### src/rtl/core/ps2dp_pkg.sv
package ps2dp_pkg;

  localparam int unsigned MaxPorts = 2;

  localparam logic [7:0] BYTE_ACK    = 8'hfa;
  localparam logic [7:0] BYTE_RESEND = 8'hfe;
  localparam logic [7:0] ID_KBD_LEAD = 8'hab;
  localparam logic [7:0] ID_MOUSE    = 8'h00;

  localparam logic [15:0] TIMEOUT_RESET = 16'd1000;
  localparam logic [3:0]  RETRIES_RESET = 4'd3;

  typedef enum logic [1:0] {
    MODE_START = 2'd0,
    MODE_BYTE  = 2'd1,
    MODE_TICK  = 2'd2,
    MODE_NONE  = 2'd3
  } mode_e;

  typedef enum logic [1:0] {
    KIND_SIMPLE = 2'd0,
    KIND_DATA   = 2'd1,
    KIND_IDENT  = 2'd2,
    KIND_NONE   = 2'd3
  } kind_e;

  typedef enum logic [1:0] {
    ST_OK      = 2'd0,
    ST_TIMEOUT = 2'd1,
    ST_RETRIES = 2'd2
  } status_e;

  typedef enum logic [2:0] {
    PH_UNCONF   = 3'd0,
    PH_ID_ACK   = 3'd1,
    PH_ID_0     = 3'd2,
    PH_ID_1     = 3'd3,
    PH_DATA_ACK = 3'd4,
    PH_DATA_0   = 3'd5
  } phase_e;

  typedef enum logic {
    CFG_TIMEOUT = 1'b0,
    CFG_RETRIES = 1'b1
  } cfg_idx_e;

  // flag bits
  localparam int unsigned FlAck    = 0;
  localparam int unsigned FlResend = 1;

  typedef struct packed {
    logic [1:0] mode;
    logic       port;
    logic [1:0] kind;
    logic [7:0] value;
  } in_item_t;

  typedef struct packed {
    logic       send_valid;
    logic       send_port;
    logic [7:0] send_byte;
    logic       done_res;
    logic [1:0] done_status;
    logic [1:0] id_count;
    logic [7:0] first_byte;
    logic [7:0] second_byte;
    logic       device_class;
    logic       class_guessed;
    logic       unexpected_byte;
  } out_item_t;

  typedef struct packed {
    logic       we;
    logic       idx;
    logic [15:0] data;
  } cfg_wr_t;

  // request from the controller to one port tracker
  typedef struct packed {
    logic       absorb;
    logic       launch;
    logic [1:0] kind;
    logic [7:0] rx_byte;
  } port_cmd_t;

  // port state as it stands after the received word has been applied
  typedef struct packed {
    phase_e     phase;
    logic [1:0] flags;
    logic [7:0] first;
    logic [7:0] second;
    logic       unexpected;
  } port_view_t;

endpackage

### src/rtl/core/ps2_device_probe_engine.sv
// ps2 host probe engine for up to two ports: takes start, received-byte and
// tick words and returns exactly one result word for each, carrying a byte to
// send, a completion status with any captured data or identify class, and an
// unexpected-byte flag. throughput is one word per clock while the output is
// taken; a word waits in the input register and moves into the result register
// once that register is empty or being read. configuration is written through
// its own port and must only be written while no command runs.
module ps2_device_probe_engine #(
  parameter int unsigned PORT_COUNT = 2
) (
  input  logic                 clk_i,
  input  logic                 rst_ni,
  input  logic                 in_valid_i,
  output logic                 in_ready_o,
  input  ps2dp_pkg::in_item_t  in_data_i,
  output logic                 out_valid_o,
  input  logic                 out_ready_i,
  output ps2dp_pkg::out_item_t out_data_o,
  input  logic                 cfg_valid_i,
  output logic                 cfg_ready_o,
  input  logic                 cfg_index_i,
  input  logic [15:0]          cfg_data_i
);
  import ps2dp_pkg::*;

  in_item_t   in_q;
  logic       in_vld_q;
  out_item_t  out_q;
  logic       out_vld_q;
  logic       advance;
  out_item_t  res;
  cfg_wr_t    cfg;
  port_cmd_t  cmds  [MaxPorts];
  port_view_t views [MaxPorts];

  assign advance     = in_vld_q && (!out_vld_q || out_ready_i);
  assign in_ready_o  = !in_vld_q || advance;
  assign cfg_ready_o = 1'b1;
  assign cfg         = '{we: cfg_valid_i, idx: cfg_index_i, data: cfg_data_i};

  for (genvar p = 0; p < MaxPorts; p++) begin : g_port
    if (p < PORT_COUNT) begin : g_on
      ps2dp_port u_port (
        .clk_i  (clk_i),
        .rst_ni (rst_ni),
        .cmd_i  (cmds[p]),
        .view_o (views[p])
      );
    end else begin : g_off
      assign views[p] = '0;
    end
  end

  ps2dp_ctrl #(
    .PORT_COUNT(PORT_COUNT)
  ) u_ctrl (
    .clk_i   (clk_i),
    .rst_ni  (rst_ni),
    .cfg_i   (cfg),
    .fire_i  (advance),
    .item_i  (in_q),
    .views_i (views),
    .cmds_o  (cmds),
    .res_o   (res)
  );

  always_ff @(posedge clk_i or negedge rst_ni) begin
    if (!rst_ni) begin
      in_vld_q  <= 1'b0;
      out_vld_q <= 1'b0;
    end else begin
      if (in_ready_o) begin
        in_vld_q <= in_valid_i;
      end
      if (advance) begin
        out_vld_q <= 1'b1;
      end else if (out_ready_i) begin
        out_vld_q <= 1'b0;
      end
    end
  end

  always_ff @(posedge clk_i) begin
    if (in_ready_o && in_valid_i) begin
      in_q <= in_data_i;
    end
    if (advance) begin
      out_q <= res;
    end
  end

  assign out_valid_o = out_vld_q;
  assign out_data_o  = out_q;

endmodule

### src/rtl/core/ps2dp_port.sv
module ps2dp_port (
  input  logic                  clk_i,
  input  logic                  rst_ni,
  input  ps2dp_pkg::port_cmd_t  cmd_i,
  output ps2dp_pkg::port_view_t view_o
);
  import ps2dp_pkg::*;

  phase_e     phase_q, phase_d, phase_abs;
  logic [1:0] flags_q, flags_d, flags_abs;
  logic [7:0] first_q, first_d;
  logic [7:0] second_q, second_d;
  logic       unexp;

  // byte absorption
  always_comb begin
    phase_abs = phase_q;
    flags_abs = flags_q;
    first_d   = first_q;
    second_d  = second_q;
    unexp     = 1'b0;
    if (cmd_i.absorb) begin
      unique case (phase_q)
        PH_ID_0: begin
          first_d   = cmd_i.rx_byte;
          phase_abs = PH_ID_1;
        end
        PH_ID_1: begin
          second_d  = cmd_i.rx_byte;
          phase_abs = PH_UNCONF;
        end
        PH_DATA_0: begin
          first_d   = cmd_i.rx_byte;
          phase_abs = PH_UNCONF;
        end
        PH_UNCONF, PH_ID_ACK, PH_DATA_ACK: begin
          if (cmd_i.rx_byte == BYTE_ACK) begin
            if (phase_q == PH_UNCONF) begin
              flags_abs[FlAck] = 1'b1;
            end else if (phase_q == PH_ID_ACK) begin
              phase_abs = PH_ID_0;
            end else begin
              phase_abs = PH_DATA_0;
            end
          end else if (cmd_i.rx_byte == BYTE_RESEND) begin
            flags_abs[FlResend] = 1'b1;
          end else begin
            unexp = 1'b1;
          end
        end
        default: ;
      endcase
    end
  end

  // a (re)send restarts the phase and clears the flags
  always_comb begin
    phase_d = phase_abs;
    flags_d = flags_abs;
    if (cmd_i.launch) begin
      flags_d = '0;
      unique case (cmd_i.kind)
        KIND_DATA:  phase_d = PH_DATA_ACK;
        KIND_IDENT: phase_d = PH_ID_ACK;
        default:    phase_d = PH_UNCONF;
      endcase
    end
  end

  always_ff @(posedge clk_i or negedge rst_ni) begin
    if (!rst_ni) begin
      phase_q  <= PH_UNCONF;
      flags_q  <= '0;
      first_q  <= '0;
      second_q <= '0;
    end else begin
      phase_q  <= phase_d;
      flags_q  <= flags_d;
      first_q  <= first_d;
      second_q <= second_d;
    end
  end

  assign view_o = '{phase: phase_abs, flags: flags_abs, first: first_d,
                    second: second_d, unexpected: unexp};

endmodule

### src/rtl/core/ps2dp_ctrl.sv
module ps2dp_ctrl #(
  parameter int unsigned PORT_COUNT = 2
) (
  input  logic                  clk_i,
  input  logic                  rst_ni,
  input  ps2dp_pkg::cfg_wr_t    cfg_i,
  input  logic                  fire_i,
  input  ps2dp_pkg::in_item_t   item_i,
  input  ps2dp_pkg::port_view_t views_i [ps2dp_pkg::MaxPorts],
  output ps2dp_pkg::port_cmd_t  cmds_o  [ps2dp_pkg::MaxPorts],
  output ps2dp_pkg::out_item_t  res_o
);
  import ps2dp_pkg::*;

  localparam logic [1:0] PortCnt = 2'(PORT_COUNT);

  logic [15:0] timeout_q;
  logic [3:0]  retries_q;
  logic        busy_q, busy_d;
  logic        aport_q, aport_d;
  logic [1:0]  akind_q, akind_d;
  logic [7:0]  acmd_q, acmd_d;
  logic [3:0]  attempt_q, attempt_d;
  logic [15:0] timer_q, timer_d;

  logic        port_ok;
  logic [15:0] timer_inc;
  port_view_t  av;

  logic        do_finish, do_retry, do_launch, is_ident;
  logic [1:0]  fin_status, id_cnt;
  logic [7:0]  fin_b1;
  logic [7:0]  id_b1, id_b2;
  logic        id_cls, id_guess;
  logic        l_port;
  logic [1:0]  l_kind;
  logic [7:0]  l_byte;

  assign port_ok   = {1'b0, item_i.port} < PortCnt;
  assign timer_inc = (timer_q == 16'hffff) ? timer_q : timer_q + 16'd1;
  assign av        = views_i[aport_q];

  // decision for the current word
  always_comb begin
    busy_d     = busy_q;
    aport_d    = aport_q;
    akind_d    = akind_q;
    acmd_d     = acmd_q;
    attempt_d  = attempt_q;
    timer_d    = timer_q;
    do_finish  = 1'b0;
    do_retry   = 1'b0;
    do_launch  = 1'b0;
    is_ident   = 1'b0;
    fin_status = ST_OK;
    fin_b1     = '0;
    id_cnt     = '0;
    l_port     = aport_q;
    l_kind     = akind_q;
    l_byte     = acmd_q;
    if (fire_i) begin
      unique case (item_i.mode)
        MODE_START: begin
          if (!busy_q && item_i.kind != KIND_NONE && port_ok) begin
            busy_d    = 1'b1;
            aport_d   = item_i.port;
            akind_d   = item_i.kind;
            acmd_d    = item_i.value;
            attempt_d = '0;
            do_launch = 1'b1;
            l_port    = item_i.port;
            l_kind    = item_i.kind;
            l_byte    = item_i.value;
          end
        end
        MODE_BYTE: begin
          if (port_ok && busy_q && item_i.port == aport_q) begin
            timer_d = '0;
            if (akind_q == KIND_SIMPLE) begin
              if (av.flags[FlAck]) begin
                do_finish = 1'b1;
              end else if (av.flags[FlResend]) begin
                do_retry = 1'b1;
              end
            end else if (av.phase == PH_UNCONF) begin
              do_finish = 1'b1;
              if (akind_q == KIND_IDENT) begin
                is_ident = 1'b1;
                id_cnt   = 2'd2;
              end else begin
                fin_b1 = av.first;
              end
            end else if (av.flags[FlResend]) begin
              do_retry = 1'b1;
            end
          end
        end
        MODE_TICK: begin
          if (busy_q) begin
            timer_d = timer_inc;
            if (timer_inc >= timeout_q) begin
              if (akind_q == KIND_SIMPLE) begin
                do_finish  = 1'b1;
                fin_status = ST_TIMEOUT;
              end else if (av.flags[FlResend]) begin
                do_retry = 1'b1;
              end else if (akind_q == KIND_IDENT && av.phase == PH_ID_0) begin
                do_finish = 1'b1;
                is_ident  = 1'b1;
                id_cnt    = 2'd0;
              end else if (akind_q == KIND_IDENT && av.phase == PH_ID_1) begin
                do_finish = 1'b1;
                is_ident  = 1'b1;
                id_cnt    = 2'd1;
              end else begin
                do_finish  = 1'b1;
                fin_status = ST_TIMEOUT;
              end
            end
          end
        end
        default: ;
      endcase
      if (do_retry) begin
        if (attempt_q >= retries_q) begin
          do_finish  = 1'b1;
          fin_status = ST_RETRIES;
        end else begin
          attempt_d = attempt_q + 4'd1;
          do_launch = 1'b1;
        end
      end
      if (do_finish) begin
        busy_d = 1'b0;
      end
      if (do_launch) begin
        timer_d = '0;
      end
    end
  end

  // identify classification
  always_comb begin
    id_b1    = (id_cnt != 2'd0) ? av.first : 8'h00;
    id_b2    = (id_cnt == 2'd2) ? av.second : 8'h00;
    id_cls   = 1'b0;
    id_guess = 1'b0;
    if (id_cnt == 2'd0 || (id_cnt == 2'd2 && id_b1 == ID_KBD_LEAD)) begin
      id_cls = 1'b0;
    end else if (id_cnt == 2'd1 && id_b1 == ID_MOUSE) begin
      id_cls = 1'b1;
    end else begin
      id_cls   = aport_q;
      id_guess = 1'b1;
    end
  end

  always_comb begin
    for (int p = 0; p < MaxPorts; p++) begin
      cmds_o[p].absorb  = fire_i && item_i.mode == MODE_BYTE && port_ok
                          && item_i.port == 1'(p);
      cmds_o[p].launch  = do_launch && l_port == 1'(p);
      cmds_o[p].kind    = l_kind;
      cmds_o[p].rx_byte = item_i.value;
    end
  end

  always_comb begin
    res_o = '0;
    if (fire_i && item_i.mode == MODE_BYTE && port_ok) begin
      res_o.unexpected_byte = views_i[item_i.port].unexpected;
    end
    if (do_launch) begin
      res_o.send_valid = 1'b1;
      res_o.send_port  = l_port;
      res_o.send_byte  = l_byte;
    end
    if (do_finish) begin
      res_o.done_res    = 1'b1;
      res_o.done_status = fin_status;
      if (is_ident) begin
        res_o.id_count      = id_cnt;
        res_o.first_byte    = id_b1;
        res_o.second_byte   = id_b2;
        res_o.device_class  = id_cls;
        res_o.class_guessed = id_guess;
      end else begin
        res_o.first_byte = fin_b1;
      end
    end
  end

  always_ff @(posedge clk_i or negedge rst_ni) begin
    if (!rst_ni) begin
      timeout_q <= TIMEOUT_RESET;
      retries_q <= RETRIES_RESET;
      busy_q    <= 1'b0;
      aport_q   <= 1'b0;
      akind_q   <= KIND_SIMPLE;
      acmd_q    <= '0;
      attempt_q <= '0;
      timer_q   <= '0;
    end else begin
      if (cfg_i.we) begin
        unique case (cfg_i.idx)
          CFG_TIMEOUT: timeout_q <= cfg_i.data;
          CFG_RETRIES: retries_q <= cfg_i.data[3:0];
          default: ;
        endcase
      end
      busy_q    <= busy_d;
      aport_q   <= aport_d;
      akind_q   <= akind_d;
      acmd_q    <= acmd_d;
      attempt_q <= attempt_d;
      timer_q   <= timer_d;
    end
  end

  a_send_done_excl: assert property (@(posedge clk_i) disable iff (!rst_ni)
    fire_i |-> !(res_o.send_valid && res_o.done_res))
    else $error("send and completion in one word");

  a_start_busy_ignored: assert property (@(posedge clk_i) disable iff (!rst_ni)
    (fire_i && busy_q && item_i.mode == MODE_START) |-> !res_o.send_valid)
    else $error("start accepted while busy");

  a_done_clears_busy: assert property (@(posedge clk_i) disable iff (!rst_ni)
    (fire_i && res_o.done_res) |=> !busy_q)
    else $error("busy still set after completion");

  a_send_restarts_timer: assert property (@(posedge clk_i) disable iff (!rst_ni)
    (fire_i && res_o.send_valid) |=> (timer_q == 16'd0 && busy_q))
    else $error("timer not restarted on send");

  a_unexp_only_rx: assert property (@(posedge clk_i) disable iff (!rst_ni)
    (fire_i && res_o.unexpected_byte) |-> item_i.mode == MODE_BYTE)
    else $error("unexpected flag outside a received byte");

endmodule

### config.mk
export PLATFORM = sky130hd
export DESIGN_NAME = ps2_device_probe_engine
export DESIGN_NICKNAME = d
export VERILOG_FILES = /design/src/rtl/core/ps2dp_pkg.sv /design/src/rtl/core/ps2_device_probe_engine.sv /design/src/rtl/core/ps2dp_port.sv /design/src/rtl/core/ps2dp_ctrl.sv
export SDC_FILE = /design/constraint.sdc
export NUM_CORES = 1
export LEC_CHECK = 0
export BUFFER_PORTS_ARGS = -buffer_cell sky130_fd_sc_hd__buf_4
export CORE_UTILIZATION = 45
export DETAILED_ROUTE_END_ITERATION = 16
export PLACE_DENSITY = 0.6
export SETUP_SLACK_MARGIN = 0.3
export SYNTH_ARGS = -nofsm -noshare
export SYNTH_HDL_FRONTEND = slang
export SYNTH_SLANG_ARGS = --single-unit
### constraint.sdc
create_clock -name clk_i -period 7.2 [get_ports clk_i]
set_input_delay 1.44 -clock clk_i [delete_from_list [all_inputs] [get_ports clk_i]]
set_output_delay 1.44 -clock clk_i [all_outputs]
set_load 0.005 [all_outputs]
* Word-level counts from Yosys, hierarchy flattened
Cells that the tools add are included.
Word-level totals: register bits 143, output and inout port bits 37, logic and storage cells 264
Cells by class: add/subtract/negate cells 2, order comparisons 4, equal/unequal tests 27, multiplexer cells 147, bitwise logic cells 7, reduce and logical (&&, ||, !) cells 44
Operators with widths (count):
- 2-to-1 mux 8 bit | 18
- 2-to-1 mux 1 bit | 69
- 2-to-1 mux 22 bit | 3
- 2-to-1 mux 16 bit | 4
- 2-to-1 mux 2 bit | 28
- one-hot mux 16 bit (2 select lines) | 1
- 2-to-1 mux 3 bit | 10
- == test 8 bit (second input constant) | 3
- 2-to-1 mux 23 bit | 1
- 2-to-1 mux 10 bit | 2
- == test 3 x 2 -> 1 bit (second input constant) | 6
- one-hot mux 3 bit (3 select lines) | 2
- adder 16 x 1 -> 16 bit (second input constant) | 1
- == test 16 bit (second input constant) | 1
- >= comparator 16 bit | 1
- 2-to-1 mux 4 bit | 4
- logical AND 1 bit | 13
- == test 3 bit (second input constant) | 4
- logical NOT 3 bit | 3
- OR reduction 3 bit | 3
- == test 2 bit (second input constant) | 4
- logical NOT 8 bit | 1
- nonzero test 2 bit | 4
- OR reduction 2 bit | 4
- other kinds (20) | 41

* Depth between registers and ports, before layout
depth after elaboration 27, depth in mapped cells 19, gate-level depth less buffers 16

* By module
A second synthesis with hierarchy kept.
Second synthesis, totals: cells, all modules 666, area, all modules 7439.6 µm²
By module, submodules not included:
- ps2dp_ctrl | times used 1, cells each 443, area an instance 3871.2 µm², seq. area each 1311.3 µm²
- ps2dp_port | times used 2, cells each 83, area an instance 1021.0 µm², seq. area each 525.5 µm²
- ps2_device_probe_engine | times used 1, cells each 57, area an instance 1526.5 µm², seq. area each 1461.4 µm²

* Least setup slack after synthesis
OpenSTA, ideal clock, no wires.
path kind in2reg, start point in out_ready_i, end point reg u_ctrl.timer_q[3], arrival time 5.037 ns, required time 7.074 ns, path slack 2.037 ns, stages on the path 9, buffers on the path 1, cell sequence nor2b_1 -> nor2_1 -> nand2_1 -> a221o_1 -> and2_1 -> a22oi_1 -> nand2_2 -> buf_6 -> a221o_1
Between the ends: word-level cells in the longest chain between the ends 18, elaborated cells on any way between the ends 30
Ends and longest elaborated chain:
- from (decl) | line ps2_device_probe_engine.sv:17 | input logic out_ready_i,
- logical OR 1 bit (*) | line ps2_device_probe_engine.sv:36 | assign advance = in_vld_q && (!out_vld_q || out_ready_i);
- logical AND 1 bit (*) | line ps2_device_probe_engine.sv:36
- named net advance | line ps2_device_probe_engine.sv:30 | logic advance;
- logical AND 1 bit | line ps2dp_ctrl.sv:160 | cmds_o[p].absorb = fire_i && item_i.mode == MODE_BYTE && port_ok
- logical AND 1 bit | line ps2dp_ctrl.sv:161 | && item_i.port == 1'(p);
- 2-to-1 mux 3 bit or 2-to-1 mux 2 bit (tied branches) | line ps2dp_port.sv:22 | if (cmd_i.absorb) begin
- 2-to-1 mux 22 bit (not written as such) (3 in series) | line ps2dp_ctrl.sv:41 | assign av = views_i[aport_q];
- logical NOT 3 bit or 2-to-1 mux 1 bit (tied branches)
- 2-to-1 mux 1 bit, on equally long branches | line ps2dp_ctrl.sv:85, ps2dp_ctrl.sv:80, ps2dp_ctrl.sv:102
- 2-to-1 mux 1 bit, on equally long branches | line ps2dp_ctrl.sv:79, ps2dp_ctrl.sv:101
- 2-to-1 mux 1 bit, on equally long branches | line ps2dp_ctrl.sv:77, ps2dp_ctrl.sv:99
- one-hot mux 1 bit (2 select lines) | line ps2dp_ctrl.sv:62 | unique case (item_i.mode)
- 2-to-1 mux 1 bit | line ps2dp_ctrl.sv:61 | if (fire_i) begin
- 2-to-1 mux 1 bit | line ps2dp_ctrl.sv:124 | if (do_retry) begin
- 2-to-1 mux 1 bit | line ps2dp_ctrl.sv:61
- != test 3 x 1 -> 1 bit (no source line) or nonzero test 3 bit (tied branches)
- AND reduction 4 bit (no source line)
- to (signal assigned) | line ps2dp_ctrl.sv:216 | timer_q <= timer_d;
- to (decl) | line ps2dp_ctrl.sv:24 | logic [15:0] timer_q, timer_d;
Mark *: on every way through the listed nets, which the timed path passes. The rest lies on a longest branch. The select of a mux whose other input is x is not followed. A chain may end at the register's enable or synchronous reset.

* Worst setup path in the final report
start point reg u_ctrl.timer_q[3], end point reg u_ctrl.timer_q[3]
Between the ends: word-level cells in the longest chain between the ends 11, elaborated cells on any way between the ends 17
Ends and longest elaborated chain:
- adder 16 x 1 -> 16 bit or == test 16 bit (tied branches) | line ps2dp_ctrl.sv:40 | assign timer_inc = (timer_q == 16'hffff) ? timer_q : timer_q + 16'd1;
- 2-to-1 mux 16 bit (*) | line ps2dp_ctrl.sv:40
- >= comparator 16 bit | line ps2dp_ctrl.sv:101 | if (timer_inc >= timeout_q) begin
- 2-to-1 mux 1 bit | line ps2dp_ctrl.sv:101
- 2-to-1 mux 1 bit | line ps2dp_ctrl.sv:99 | if (busy_q) begin
- one-hot mux 1 bit (2 select lines) | line ps2dp_ctrl.sv:62
- 2-to-1 mux 1 bit | line ps2dp_ctrl.sv:61
- 2-to-1 mux 1 bit | line ps2dp_ctrl.sv:124
- 2-to-1 mux 1 bit | line ps2dp_ctrl.sv:61
- != test 3 x 1 -> 1 bit (no source line) or nonzero test 3 bit (tied branches)
- AND reduction 4 bit (no source line)
Every way passes the cells marked *; elsewhere a longest branch is shown, timed or not. The select of a mux whose other input is x is not followed.

==> qor.txt <==
Final Hold Vio Count -> 0
Vias/cell -> 5.43
Crit-path leading delay family -> simple AND/OR/NAND/NOR gates
CP bufs+invs -> 0
Num rows -> 46
Post-Syn Instances -> 685
Clk pwr share -> 35.1%
IR drop worst, VDD -> 201 uV
Final slew viol count -> 0
Part of the power in registers -> 42.1%
Largest net degree at the start of global routing -> 73
R2R setup slack -> 1880 ps
Number of synthesized flops with an enable pin -> 47
DRC -> 0
WP data required -> 7520 ps
Worst path cell trace -> and4_1, nand4_1, nor4_1, nand4_1, nand2b_1, nor2_1, xor2_1, ha_1, nand4_1, a2111oi_0, a211o_1, nand2_1, a31oi_2, nor2_1, a221o_1
HP Class -> reg2reg
Yosys top cell by area -> dfrtp_1
Layout cells sized above 1 -> 22.1%
Worst clock skew -> 13.5 ps
FF-to-FF End -> u_ctrl.timer_q[3]$_DFFE_PN0P_
Net Count, Synth -> 745
Main synth FF type -> dfrtp_1
Synth top area share -> 30.0%
Vias -> 5296
Clock buffer depth -> 2
Net load switching power -> 0.000835 W
Max stage delay on crit path -> 640 ps
Async S/R FF share, synth -> 67.1%
Clock sink count -> 143
# nets final -> 807
Antenna violation net count after detailed routing -> 0
Initial antenna violation count -> 0
First-pass GRT wire length -> 27.4 mm
R2r startpoint -> u_ctrl.timer_q[3]$_DFFE_PN0P_
# diodes -> 0
GRT Resource Usage Total -> 22.0%
CP arrival -> 5640 ps
Slew HR -> 36.4%
Initial core utilization -> 46.2%
Vias in the first global route -> 5170
Crit-path slowest cell -> nor4_1
Fill cells -> 1428
Post-Syn Area per Cell -> 10.7 um2
Crit start category -> flop
Fmax -> 188 MHz
Synth warnings -> 0
Die width -> 130 um
Placed cells -> 944
Clk root buf -> clkbuf_16
Iter 0 DRT Violations -> 347
Flops & latches, synth -> 143
Worst-path clk slew -> 70 ps
Crit. End Element -> flop
GP Congestion -> 0.873
Ranking of synthesized cells by area -> dfrtp_1 (30%), edfxtp_1 (19%), mux2_2 (5.4%), mux2i_1 (4.8%), nand2_1 (4.3%)
Hold buffer count at CTS -> 0
Synthesized area -> 7340 um2
Worst-Skew Late Latency -> 440 ps
Max Cap Viol -> 0
Sw Ratio -> 32.7%
Setup TNS -> 0 ps
CTS tree -> built
R2R depth -> 15
Drt first pass iters -> 4
Crit share post-route -> 73.9%
Power share of the combinational group -> 22.8%
Die height -> 130 um
Synthesis-to-layout area growth -> 17.4%
WL/cell -> 17.7 um
Leakage -> 3.93 nW
Synth cell types -> 69
RSZ-0062 raised after global routing -> no
Critical-path maximum fanout -> 12
Worst-Margin Slew -> 949 ps
Crit path top cell by count -> nand4_1
Internal power -> 0.00172 W
Register area share after synthesis -> 52.1%
PortBufs -> 70
Power Dens Cells -> 296 nW/um2
Worst hold endpoint -> u_ctrl.acmd_q[1]$_DFFE_PN0N_
Final WL -> 17.3 mm
# setup viols final -> 0
Utilization after layout -> 54.3%
Status -> finished, final reports clean
Post CTS Setup Buffer Count -> 0
Crit Path Class -> reg2reg
TritonCTS Buffers -> 17
Post_cts resized -> 0
# IOs -> 72
Post-Layout Cell Count -> 976
H-tree Lvls -> 4
Die area -> 16800 um2
Hold path depth -> 2
HP Start -> u_ctrl.acmd_q[1]$_DFFE_PN0N_
Post-detail-place hpwl -> 12.3 mm
Crit path time final -> 5320 ps
Gr ovfl total -> 0
Core area -> 15900 um2
## power by group through the flow
| stage | combinational [W] | sequential, W | clock [W] |
|---|---|---|---|
| finish | 0.000582 | 0.00107 | 0.000894 |
| global route | 0.000654 | 0.00109 | 0.000946 |
| CTS | 0.000583 | 0.00107 | 0.000908 |
| detailed placement | 0.000577 | 0.00109 | 0 |
| global placement | 0.000564 | 0.00108 | 0 |
| floorplan | 0.000448 | 0.00103 | 0 |
## state kept, by name (all words and copies together) (netlist names)
| register | cells |
|---|---|
| g_port.g_on.u_port.phase_q | 6 |
| g_port.g_on.u_port.flags_q | 4 |
| u_ctrl.retries_q | 4 |
| u_ctrl.timeout_q | 16 |
| u_ctrl.busy_q | 1 |
| in_q | 13 |
| in_vld_q | 1 |
| g_port.g_on.u_port.first_q | 16 |
| u_ctrl.aport_q | 1 |
| g_port.g_on.u_port.second_q | 16 |
| out_valid_o | 1 |
| u_ctrl.acmd_q | 8 |
| out_data_o | 34 |
| u_ctrl.attempt_q | 4 |
| u_ctrl.timer_q | 16 |
| u_ctrl.akind_q | 2 |
## cells in the mapped netlist (6+ instances only)
library cell  number
a21oi_1           22
a22o_1            11
buf_2              6
clkbuf_1          19
dfrtp_1           88
dfstp_2            8
edfxtp_1          47
ha_1              25
inv_1             46
mux2_2            35
mux2i_1           35
nand2_1           85
nand2b_1          17
nand3_1           22
nand4_1            9
nor2_1            45
nor2b_1           22
nor3_1            10
o21ai_0           26
## worst reg2reg max path, cell delays in order, from the launching register on
cell and delay [ps]:
dfrtp_1 510, and4_1 280, nand4_1 170, nor4_1 640, nand4_1 420, nand2b_1 450, nor2_1 120, xor2_1 180
ha_1 320, nand4_1 130, a2111oi_0 410, a211o_1 220, nand2_1 160, a31oi_2 500, nor2_1 340, a221o_1 350
## cell usage in the layout (no fill, tap or decap), drive strengths merged, types with 22 or more instances in the layout
master | Yosys | routed
o21ai | 27 | 27
nor2 | 46 | 46
edfxtp | 47 | 47
mux2 | 35 | 35
ha | 25 | 25
dfrtp | 88 | 88
inv | 46 | 57
nor2b | 22 | 22
a21oi | 23 | 23
nand2 | 86 | 86
mux2i | 35 | 35
buf | 12 | 74
nand3 | 22 | 22
## cells by family (layout without fill, tap and decap cells)
| group | count (synthesis) | count (layout) | synth area share, % |
|---|---|---|---|
| buffers and inverters | 77 | 152 | 4.35 |
| adders and majority gates | 25 | 25 | 4.26 |
| xor gates and xnor gates | 10 | 10 | 1.19 |
| muxes | 70 | 70 | 10.1 |
| DFF | 143 | 143 | 52.1 |
| other | 1 | 1 | 0.0511 |
| and+or+nand+nor | 246 | 246 | 16.5 |
| AOI/OAI and AO/OA | 113 | 113 | 11.4 |
## worst max path at each step
stage                                              from                             to  slack (ps)  cells after the start
after floorplan                             out_ready_i  u_ctrl.timer_q[3]$_DFFE_PN0P_        2040                      9
after global placement    u_ctrl.timer_q[3]$_DFFE_PN0P_  u_ctrl.timer_q[3]$_DFFE_PN0P_        2120                     16
after detailed placement  u_ctrl.timer_q[3]$_DFFE_PN0P_  u_ctrl.timer_q[3]$_DFFE_PN0P_        1960                     15
after CTS                 u_ctrl.timer_q[3]$_DFFE_PN0P_  u_ctrl.timer_q[3]$_DFFE_PN0P_        1940                     15
after global routing      u_ctrl.timer_q[3]$_DFFE_PN0P_  u_ctrl.timer_q[3]$_DFFE_PN0P_        1380                     15
final                     u_ctrl.timer_q[3]$_DFFE_PN0P_  u_ctrl.timer_q[3]$_DFFE_PN0P_        1880                     15
## area by class of cell
type                       count  area, um2  area share [%]
clock buffer                  17        425            4.94
clock inverter                15        161            1.87
inverter                      46        173            2.00
multi-input combinational    465       3210            37.2
sequential                   143       3820            44.4
tap                          216        270            3.14
timing repair buffer          74        556            6.45
## routing by layer
metal	track usage (%)	up-vias	wire length [um]
met5	0	-	0
met4	7.66	0	344
met3	5.41	27	761
met2	34.6	121	8240
met1	29.8	2593	7980
li1	-	2555	-
## stage by stage
step | hold slack (ps) | setup slack [ps] | power (W) | area [um2]
after floorplan | 445 | 2040 | 0.00148 | 7340
after global placement | 458 | 2120 | 0.00164 | 8030
after detailed placement | 464 | 1960 | 0.00166 | 8030
after CTS | 479 | 1940 | 0.00256 | 8620
after global routing | 491 | 1380 | 0.00269 | 8620
final | 478 | 1880 | 0.00255 | 8620
No activity file was read; power rests on OpenSTA's default activity.
